## config.mk

```make
export PLATFORM = sky130hd
export DESIGN_NAME = cafld_front
export DESIGN_NICKNAME = d
export VERILOG_FILES = /design/src/rtl/core/cafld_pkg.sv /design/src/rtl/core/cafld_front.sv
export SDC_FILE = /design/constraint.sdc
export NUM_CORES = 1
export LEC_CHECK = 0
export ABC_AREA = 1
export BUFFER_PORTS_ARGS = -buffer_cell sky130_fd_sc_hd__buf_2
export CORE_AREA = 2 2 238 240
export CTS_BUF_LIST = sky130_fd_sc_hd__clkbuf_16
export DETAILED_ROUTE_END_ITERATION = 7
export DIE_AREA = 0 0 240 242
export PLACE_DENSITY = 0.72
export SYNTH_ARGS = -nofsm -noshare
export SYNTH_HDL_FRONTEND = slang
export SYNTH_SLANG_ARGS = --single-unit
```

## constraint.sdc

```tcl
create_clock -name clk -period 4.7 [get_ports clk]
set_input_delay 0.47 -clock clk [delete_from_list [all_inputs] [get_ports clk]]
set_output_delay 0.47 -clock clk [all_outputs]
set_load 0.02 [all_outputs]
```

## src/rtl/core/cafld_pkg.sv

```systemverilog
// Shared types and constants for the cubic anisotropy field block.
// No dependencies; every other file in rtl/core imports this package.
`default_nettype none
package cafld_pkg;

    localparam int unsigned CFG_IDX_W = 3;
    localparam int unsigned CFG_DATA_W = 64;

    localparam logic [CFG_IDX_W-1:0] REG_K1 = 3'd0;
    localparam logic [CFG_IDX_W-1:0] REG_K2 = 3'd1;
    localparam logic [CFG_IDX_W-1:0] REG_INV_MOMENT = 3'd2;
    localparam logic [CFG_IDX_W-1:0] REG_FIELD_COEFF = 3'd3;
    localparam logic [CFG_IDX_W-1:0] REG_AXIS_ONE = 3'd4;
    localparam logic [CFG_IDX_W-1:0] REG_AXIS_TWO = 3'd5;
    localparam logic [CFG_IDX_W-1:0] REG_AXIS_THREE = 3'd6;
    localparam logic [CFG_IDX_W-1:0] REG_INV_VOLUME = 3'd7;

    // Q1.30 unity, the cosine clamp
    localparam logic [30:0] ONE_Q30 = 31'h4000_0000;

    typedef struct packed {
        logic signed [31:0] k1;
        logic signed [31:0] k2;
        logic [31:0]        inv_moment;
        logic [31:0]        field_coeff;
        logic [59:0]        axis_one;
        logic [59:0]        axis_two;
        logic [59:0]        axis_three;
        logic [31:0]        inv_volume;
    } cfg_t;

    typedef struct packed {
        logic signed [31:0] moment_x;
        logic signed [31:0] moment_y;
        logic signed [31:0] moment_z;
        logic               cell_filled;
        logic               last_cell;
    } job_t;

    // queue handshake between front and back
    typedef struct packed {
        logic avail;
        logic pop;
    } queue_ctl_t;

    typedef enum logic [3:0] {
        ST_IDLE,
        ST_DOT,
        ST_COS,
        ST_CSAT,
        ST_SQ,
        ST_AB,
        ST_B,
        ST_SUM,
        ST_T,
        ST_FLD,
        ST_FSAT,
        ST_OUT
    } back_state_t;

endpackage
`default_nettype wire

```

## src/rtl/core/cafld_front.sv

```systemverilog
// Front end: configuration registers and a two-entry request queue.
// Depends on cafld_pkg.
`default_nettype none
module cafld_front (
    input  wire                                clk,
    input  wire                                rst_n,
    input  wire                                cfg_valid,
    output logic                               cfg_ready,
    input  wire [cafld_pkg::CFG_IDX_W-1:0]     cfg_index,
    input  wire [cafld_pkg::CFG_DATA_W-1:0]    cfg_data,
    input  wire                                in_valid,
    output logic                               in_ready,
    input  cafld_pkg::job_t                    in_job,
    output cafld_pkg::cfg_t                    cfg,
    output cafld_pkg::job_t                    head_job,
    input  wire                                pop,
    output cafld_pkg::queue_ctl_t              qctl
);
    import cafld_pkg::*;

    cfg_t        cfg_reg;
    job_t        q_reg [2];
    logic [1:0]  count_reg, count_next;
    logic        rd_ptr_reg, wr_ptr_reg;
    logic        push, do_pop;

    assign cfg_ready = 1'b1;
    assign cfg       = cfg_reg;
    assign in_ready  = (count_reg != 2'd2);
    assign push      = in_valid && in_ready;
    assign do_pop    = pop && (count_reg != 2'd0);
    assign head_job  = q_reg[rd_ptr_reg];
    assign qctl.avail = (count_reg != 2'd0);
    assign qctl.pop   = do_pop;

    always_comb
    begin
        count_next = count_reg;
        if (push && !do_pop)
        begin
            count_next = count_reg + 2'd1;
        end
        else if (do_pop && !push)
        begin
            count_next = count_reg - 2'd1;
        end
    end

    always_ff @(posedge clk or negedge rst_n)
    begin
        if (!rst_n)
        begin
            cfg_reg    <= '0;
            count_reg  <= 2'd0;
            rd_ptr_reg <= 1'b0;
            wr_ptr_reg <= 1'b0;
        end
        else
        begin
            count_reg <= count_next;
            if (push)
            begin
                wr_ptr_reg <= ~wr_ptr_reg;
            end
            if (do_pop)
            begin
                rd_ptr_reg <= ~rd_ptr_reg;
            end
            if (cfg_valid)
            begin
                unique case (cfg_index)
                    REG_K1:          cfg_reg.k1 <= cfg_data[31:0];
                    REG_K2:          cfg_reg.k2 <= cfg_data[31:0];
                    REG_INV_MOMENT:  cfg_reg.inv_moment <= cfg_data[31:0];
                    REG_FIELD_COEFF: cfg_reg.field_coeff <= cfg_data[31:0];
                    REG_AXIS_ONE:    cfg_reg.axis_one <= cfg_data[59:0];
                    REG_AXIS_TWO:    cfg_reg.axis_two <= cfg_data[59:0];
                    REG_AXIS_THREE:  cfg_reg.axis_three <= cfg_data[59:0];
                    REG_INV_VOLUME:  cfg_reg.inv_volume <= cfg_data[31:0];
                    default:         cfg_reg <= cfg_reg;
                endcase
            end
        end
    end

    always_ff @(posedge clk)
    begin
        if (push)
        begin
            q_reg[wr_ptr_reg] <= in_job;
        end
    end

    a_count_bound: assert property (@(posedge clk) disable iff (!rst_n)
        count_reg != 2'd3)
        else $error("queue count out of range");

endmodule
`default_nettype wire

```

==> out/metrics.yaml, run 1 <==
outcome:
  status: "finished, final reports clean"
floorplanning:
  floorplan.initialDensity: 0.358
  fp-row-count: 87
  core_area_um2: 55700
  die_w_um: 240
  io_pins: 612
  dieHeight_um: 242
  die-area_um2: 58100
setup_path:
  worstPathRequired_ps: 4230
  cp_data_arrival_time_ps: 2450
  crit_fanout: 82
  critPathLaunchType: "register"
  end_kind: "output pin"
  crit_type: "reg2out"
sta:
  hold_violations: 0
  slew_viol_final: 0
  rsz0062_at_grt: "no"
  setup_viol: 0
  finalSetupTns_ps: 0
  worst_pin_slew_ps: 1180
  min_period_ps: 2920
  fin_hold_ws_ps: 63.0
  slew_headroom: 0.213
  fmax_mhz: 342
  finClkSkew_ps: 13.5
  post-route-period-util: 0.622
detailed_routing:
  dr.pass1.iters: 5
  detail_route.wirelength_um: 57200
  wire_per_inst_um: 18.2
  drt_iter0_drc: 912
  routed_via_density: 4.73
  remaining_drc_errors: 0
  via_count: 14900
  detail-route-antenna-nets: 0
synthesis:
  synthTopCellsByArea: "dfrtp_1 (43%), edfxtp_1 (30%), nand2_1 (13%)"
  synth_xor_area_frac: 0.000878
  ys_types: 24
  syn_inst: 1747
  synth-compound-area-share: 0.0938
  netlist_area_um2: 20000
  yosys.area_share.simple: 0.132
  muxShareOfSynthArea: 0
  synth_top_family_by_area: "simple AND/OR/NAND/NOR gates"
  avgSynthCellArea_um2: 11.4
  synth_nets: 1918
  yosysTopAreaCellShare: 0.431
  ys_seq_elements: 540
  synth_warnings: 0
  ys_seq_area_frac: 0.726
  synth-adder-area-share: 0.000627
  yosysTopAreaCell: "dfrtp_1"
pwr:
  powerDensity_nw_per_um2: 596
  peakVddDrop_mv: 0.391
  power_leakage_uw: 0.0127
cts:
  clock_latency_ps: 590
  clockRootBuffer: "clkbuf_16"
  clk_path_buf_depth: 3
  postCtsSetupBuffers: 0
  clkTransAtPathRegs_ps: 60
  cts.sinks: 540
  htreeDepth: 2
  cts_inserted_buffers: 53
  cts_tree: "done"
placed_design:
  io_buffers: 606
  dpl_cell_area_um2: 23600
  dp_hpwl_um: 40000
  globalplace.congestion: 0.845
final_layout:
  largest_register_ff_count: 340
  num-nets-final: 2503
  design_area_um2: 25400
  drive_above_1_share: 0.321
  fillers: 5112
  synthToLayoutAreaGrowth_pct: 27.5
worst_hold_path:
  hp-class: "in2reg"
global_routing:
  grt_max_degree: 87
  grt_overflow: 0
  grt.total_usage: 0.192
  grt_pass1_wl_um: 85800
  grt_pass1_vias: 14600
  antenna_found_initial: 6
flow_run:
  drv_cap: 0
-- synth_stat cells --
master	number
inv_1	71
nand3_1	1
nand4_1	1
nand2_1	678
dfrtp_1	344
xor2_1	1
nor2_2	1
o21ai_0	217
inv_2	2
buf_6	33
ha_1	1
conb_1	1
nor2_1	5
buf_1	6
clkbuf_1	35
o21ai_2	45
nand2_2	8
edfxtp_1	196
buf_2	18
o21ai_1	78
nor2_4	1
buf_4	2
xnor2_1	1
clkbuf_2	1
-- metal layers --
| metal | wire length, um | global-route usage | vias to the layer above |
|---|---|---|---|
| li1 | - | - | 6902 |
| met1 | 21800 | 0.227 | 7195 |
| met2 | 26800 | 0.312 | 637 |
| met3 | 6340 | 0.0755 | 118 |
| met4 | 2240 | 0.0769 | 2 |
| met5 | 12 | 0 | - |
-- worst max-delay path, cell delays in order (launching register included) --
cell and delay [ps]:
dfrtp_2 580, buf_4 740, nand2_1 100, nand2_1 200, buf_2 200
-- layout by cell type, fill, tap and decap left out, drive strengths merged --
cell         synthesis  layout
xnor2                1       1
inv                 73      87
clkinv               0      18
diode                0       8
clkinvlp             0       4
dlygate4sd3          0       1
clkbuf              36      54
nand4                1       1
dfrtp              344     344
nor2                 7       7
xor2                 1       1
nand2              686     686
bufinv               0      10
o21ai              340     340
ha                   1       1
conb                 1       1
nand3                1       1
edfxtp             196     196
buf                 59     624
-- worst paths after layout --
path / from / to / slack (ps) / depth (start not counted)
min reg2reg: cfg[124] / cfg[124] / 470 / 2
min in group asynchronous: rst_n / cfg[137] / 460 / 2
max: rd_ptr_reg / head_job[29] / 1780 / 4
max reg2reg: count_reg[0] / q_reg[1][74] / 2410 / 5
min: in_job[95] / q_reg[0][95] / 60 / 1
max in group asynchronous: rst_n / cfg[230] / 3140 / 3
-- layout make-up --
type,instances,area (um2),area share
timing repair buffer,625,3260,0.128
clock inverter,46,495,0.0195
clock buffer,54,1350,0.0531
sequential,540,14500,0.570
tap,756,946,0.0372
antenna,8,20.0,0.000787
multi-input combinational,1039,4580,0.180
inverter,73,274,0.0108
-- through the flow --
step	setup WS, ps	util	total power (uW)	std cells
after floorplan	-701	-	9020	1747
after global placement	2360	0.423	10700	3032
after detailed placement	2290	0.423	10800	3032
after CTS	1710	0.456	15300	3133
after global routing	1570	0.456	15900	3136
final	1780	0.456	15100	3141
-- report_power, final --
group	total [uW]	leakage [uW]	switching (uW)	internal [uW]
Clock	4470	0.000937	1830	2640
Sequential	6340	0.00615	423	5910
Combinational	4340	0.00560	3100	1240
-- kinds of logic after synthesis --
logic type / count (synthesis)
compound gates: 340
fa+ha+maj: 1
buf+inv: 168
other cells: 1
flops: 540
xor+xnor: 2
simple gates: 695
-- what timing repair did --
action / in CTS / in global routing
resized for setup: 0 / 0
hold buffers: 1 / 0
hold endpoints to repair: 78 / 0
No activity file was read; power rests on OpenSTA's default activity.
==> run 2: changes to the inputs <==
Settings changed: ABC_AREA 1 to 0.
Clock period 4.7 ns to 2.5 ns, I/O delays scaled along.
==> run 2 against run 1 <==
  * Register-to-register slack worse by 1600 ps
  * Hold slack lost 22 ps
  * Area after synthesis decreased by 0.14%
  * Final area rose by 7.8%
  * Sequential power grew 92%
  * Clock power increased by 77%
  * Clock skew down 6.8 ps
  * First-iteration DRC count shrank 51%
  * Core utilization up 3.6 points
  * Critical path type unchanged
  * Largest cell class unchanged
==> out/metrics.yaml, run 2 <==
detailed_routing:
  routed_via_density: 4.72
  detail_route.wirelength_um: 56400
  drt_iter0_drc: 445
  detail-route-antenna-nets: 0
  dr_wl_met2_um: 27600
  dr.pass1.iters: 4
  remaining_drc_errors: 0
  wire_per_inst_um: 21.2
  m1WireLength_um: 21800
  wl_met3_um: 5160
  via_count: 12600
  dr.max_layer_used: "met4"
global_routing:
  grt_overflow: 0
  grt.total_usage: 0.189
  grt_max_degree: 83
  grt_pass1_wl_um: 83800
  grt_pass1_vias: 13800
  antenna_found_initial: 1
pwr:
  power_uw: 29100
  powerDensity_nw_per_um2: 1060
  power_leakage_uw: 0.0121
  peakVddDrop_mv: 0.673
floorplanning:
  die-area_um2: 58100
  io_pins: 612
  dieHeight_um: 242
  floorplan.initialDensity: 0.357
  fp-row-count: 87
  die_w_um: 240
  core_area_um2: 55700
sta:
  fmax_mhz: 432
  post-route-period-util: 0.926
  worst_pin_slew_ps: 609
  slew_viol_final: 0
  hold_violations: 0
  fin_hold_ws_ps: 40.6
  finalSetupTns_ps: 0
  setup_viol: 0
  rsz0062_at_grt: "no"
  min_period_ps: 2310
  finClkSkew_ps: 6.73
  slew_headroom: 0.594
setup_path:
  crit_buf_inv: 2
  crit_family: "flip-flops"
  crit_type: "reg2out"
  rr_startpoint: "count_reg[0]"
  crit_path_max_incr_delay_ps: 690
  end_kind: "output pin"
  crit_fanout: 22
  worstPathRequired_ps: 2250
  crit_slowest_cell: "dfrtp_4"
  critPathLaunchType: "register"
  cp_data_arrival_time_ps: 2060
  r2r_slack_ps: 800
  cp_cell_sequence: "buf_12 -> mux2_2 -> buf_2"
  worstSetupStartpoint: "rd_ptr_reg"
synthesis:
  synth_most_common_cell: "mux2_2"
  syn_inst: 1053
  synth_edf_count: 196
  ys_seq_elements: 540
  synth_warnings: 0
  yosysTopAreaCell: "dfrtp_1"
  ys.flop_type: "dfrtp_1"
  ys_types: 22
  synthTopCellsByArea: "dfrtp_1 (43%), edfxtp_1 (30%), mux2_2 (24%)"
  ys_top_cells_by_count: "mux2_2 (429), dfrtp_1 (344), edfxtp_1 (196), buf_2 (35), buf_4 (14)"
  synth_nets: 1224
  avgSynthCellArea_um2: 18.9
  netlist_area_um2: 19900
  ys_seq_area_frac: 0.728
  yosysTopAreaCellShare: 0.432
  ys_async_sr_fraction: 0.637
final_layout:
  num-nets-final: 2027
  final_cell_mix: "buf_2 (605), mux2_2 (429), dfrtp_1 (343), edfxtp_1 (196), dlygate4sd3_1 (147)"
  design_area_um2: 27400
  final_cells: 2659
  final_common_cell: "buf_2"
  largest_register_ff_count: 340
  seqCellArea_um2: 14500
  multi_input_area_um2: 5170
  fillers: 4653
  synthToLayoutAreaGrowth_pct: 37.6
  drive_above_1_share: 0.613
worst_hold_path:
  worstHoldStart: "cfg_data[0]"
  hp-class: "in2reg"
cts:
  clock_latency_ps: 580
  clockRootBuffer: "clkbuf_16"
  cts-resized-gates: 0
  cts_inserted_buffers: 54
  clk_path_buf_depth: 3
  cts.sinks: 540
  htreeDepth: 2
  clkTransAtPathRegs_ps: 60
  cts_tree: "done"
flow_run:
  drv_cap: 0
placed_design:
  globalplace.congestion: 0.781
  dp_hpwl_um: 38000
  io_buffers: 606
  dpl_cell_area_um2: 24200
  dp_cells: 2408
outcome:
  status: "finished, final reports clean"
[run 2: logic make-up (layout without fill, tap and decap cells)]
| family | count (synthesis) | after routing | share of synthesized area |
|---|---|---|---|
| muxes | 438 | 438 | 0.248 |
| buffers and inverters | 51 | 900 | 0.0144 |
| adders and majority gates | 1 | 1 | 0.000628 |
| other | 1 | 2 | 0.000188 |
| xor gates and xnor gates | 5 | 5 | 0.00220 |
| and+or+nand+nor | 17 | 17 | 0.00741 |
| DFF | 540 | 540 | 0.728 |
[run 2: path summary, 6_finish.rpt]
check	endpoint	cells after the start
max in group asynchronous	cfg[272]	3
setup reg to reg	q_reg[0][53]	4
min in group asynchronous	cfg[52]	2
hold reg to reg	cfg[183]	1
hold / removal	cfg[152]	2
setup / recovery	head_job[77]	3
[run 2: repair_timing]
action,in CTS,in global routing
hold endpoints to repair,463,0
endpoints found under the setup margin,65,0
buffers inserted,1,0
hold buffers,147,0
[run 2: per-layer routing]
metal	vias to the layer above	GRT usage
li1	5481	-
met2	522	0.325
met3	104	0.0681
met1	6449	0.217
met5	-	0
met4	0	0.0672
[run 2: area by class of cell]
class,count,area share
Clock inverter,45,0.0120
Clock buffer,57,0.0520
Tap cell,756,0.0345
Multi-Input combinational cell,462,0.189
Antenna cell,1,0.0000913
Timing Repair Buffer,796,0.184
Sequential cell,540,0.529
Inverter,2,0.000274
[run 2: power breakdown]
| part | switching, uW | internal [uW] |
|---|---|---|
| registers | 921 | 11300 |
| logic | 5330 | 3590 |
| clock network | 3310 | 4610 |
| total | 9560 | 19500 |
[run 2: per-stage QoR]
stage          setup slack [ps]   util
3_3_place_gp                603  0.433
2_1_floorplan             -23.5      -
4_1_cts                     126  0.492
3_5_place_dp                587  0.433
5_1_grt                     103  0.492
6_report                    186  0.492
[run 2: worst reg2reg max path: stages (launching register included)]
cell      delay, ps
dfrtp_1         400
nand2b_4        170
nand2_4          60
nor2_4          460
buf_12          280
==> run 3: changes to the inputs <==
Settings changed: CELL_PAD_IN_SITES_DETAIL_PLACEMENT from default to 1, CELL_PAD_IN_SITES_GLOBAL_PLACEMENT from default to 1, CORE_AREA 2 2 238 240 to 2 2 239 241, DIE_AREA 0 0 240 242 to 0 0 241 243, PLACE_DENSITY 0.72 to 0.82, SKIP_LAST_GASP from default to 1.
==> run 3 against run 2 <==
  * Via count grew 3.7%
  * Critical endpoint is now head_job[2]
  * Total power grew 1.3%
  * Wire length grew 22%
  * Final cell count grew 0.34%
  * Flip-flop and latch count is the same
  * Sequential power is essentially flat
  * Final area shrank 0.25%
  * Core utilization shrank 0.31 points
  * Global-route usage grew 3.9 points
==> out/metrics.yaml, run 3 (synthesis results as in run 2) <==
outcome:
  status: "finished, final reports clean"
detailed_routing:
  routed_via_density: 4.88
  dr.pass1.iters: 4
  detail_route.wirelength_um: 68900
  wire_per_inst_um: 25.8
  via_count: 13000
  detail-route-antenna-nets: 0
  remaining_drc_errors: 0
  drt_iter0_drc: 528
sta:
  worst_pin_slew_ps: 729
  slew_headroom: 0.511
  fmax_mhz: 409
  slew_viol_final: 0
  hold_violations: 0
  post-route-period-util: 0.978
  finClkSkew_ps: 14.9
  min_period_ps: 2450
  setup_viol: 0
  rsz0062_at_grt: "no"
final_layout:
  final_cell_mix: "buf_2 (605), mux2_2 (429), dfrtp_1 (343), edfxtp_1 (196), dlygate4sd3_1 (145)"
  num-nets-final: 2029
  final_common_cell: "buf_2"
  largest_register_ff_count: 340
  fillers: 5644
  final_core_utilization: 0.489
  drive_above_1_share: 0.611
  synthToLayoutAreaGrowth_pct: 37.3
setup_path:
  crit_fanout: 35
  rr_startpoint: "count_reg[0]"
  end_kind: "output pin"
  crit_path_max_incr_delay_ps: 700
  worstSetupStartpoint: "rd_ptr_reg"
  r2r_slack_ps: 660
  crit_type: "reg2out"
  cp_cell_sequence: "buf_12 -> mux2_2 -> buf_2"
  endpoint: "head_job[2]"
  worstPathRequired_ps: 2250
  critPathLaunchType: "register"
  crit_slowest_cell: "dfrtp_4"
  reg2reg_to: "q_reg[0][6]"
  r2r_cells: 5
  cp_data_arrival_time_ps: 2200
worst_hold_path:
  hp-class: "in2reg"
global_routing:
  grt_pass1_wl_um: 99900
  met3_usage: 0.0693
  grt_max_degree: 82
  top_usage_layer: "met2"
  met1_usage: 0.265
  use_met2: 0.389
  grt_pass1_vias: 15100
  antenna_found_initial: 8
  grt_overflow: 0
  grt.total_usage: 0.229
pwr:
  power_uw: 29400
  power_leakage_uw: 0.0121
  powerDensity_nw_per_um2: 1080
  peakVddDrop_mv: 0.682
cts:
  cts_tree: "done"
  cts.sinks: 540
  clockRootBuffer: "clkbuf_16"
  cts_hold_buf: 145
  clk_path_buf_depth: 3
  postCtsSetupBuffers: 0
  clkTransAtPathRegs_ps: 60
  cts_inserted_buffers: 55
  htreeDepth: 2
  cts-resized-gates: 0
  clock_latency_ps: 580
placed_design:
  dp_hpwl_um: 43900
  globalplace.congestion: 0.800
  io_buffers: 606
floorplanning:
  dieHeight_um: 243
  die_w_um: 241
  die-area_um2: 58600
  io_pins: 612
  floorplan.initialDensity: 0.356
  fp-row-count: 87
  core_area_um2: 56000
flow_run:
  drv_cap: 0
## run 3: area by class of cell
cell class              count  area [um2]  area share
flip-flops and latches    540       14500       0.530
multi-input cells         462        5170       0.189
repair buffers            797        5030       0.184
clock buffers              55        1380      0.0503
well taps                 756         946      0.0346
clock inverters            49         300      0.0110
diodes                      7        17.5    0.000641
inverters                   2        7.51    0.000275
## run 3: critical path: cells and delay by family (launching register included)
| kind | cells | cell delay, ps |
|---|---|---|
| buf+inv | 2 | 460 |
| flops | 1 | 700 |
| mux | 1 | 380 |
## run 3: how the worst min path moves through the flow
| stage | startpoint | slack, ps | end | depth (start not counted) |
|---|---|---|---|---|
| final | pop | 30 | rd_ptr_reg | 3 |
| after global placement | rst_n | 220 | cfg[295] | 1 |
| after floorplan | rst_n | -50 | cfg[0] | 0 |
| after detailed placement | rst_n | 230 | cfg[295] | 1 |
| after global routing | cfg_data[4] | 30 | cfg[156] | 2 |
| after CTS | cfg_data[8] | 6 | cfg[220] | 2 |
## run 3: where the power goes
| group | switching (uW) | leakage [uW] | internal [uW] |
|---|---|---|---|
| clock network | 3520 | 0.000893 | 4300 |
| registers | 1080 | 0.00595 | 11300 |
| logic | 5670 | 0.00527 | 3560 |
| total | 10300 | 0.0121 | 19200 |
## run 3: per-layer routing
| layer | up-vias | wire length, um |
|---|---|---|
| li1 | 5496 | - |
| met1 | 6772 | 26200 |
| met2 | 609 | 34100 |
| met3 | 148 | 5720 |
| met4 | 0 | 2850 |
| met5 | - | 0 |
## run 3: stage by stage
stage	setup TNS [ps]	hold slack (ps)	worst slack (ps)	cells	instance area, um2
2_1_floorplan	-2300	-45.6	-23.5	1053	19900
3_3_place_gp	0	225	467	2412	24200
5_1_grt	0	33.7	1.82	2668	27300
4_1_cts	0	6.32	41.9	2661	27300
3_5_place_dp	0	225	434	2412	24200
6_report	0	32.0	54.2	2668	27300
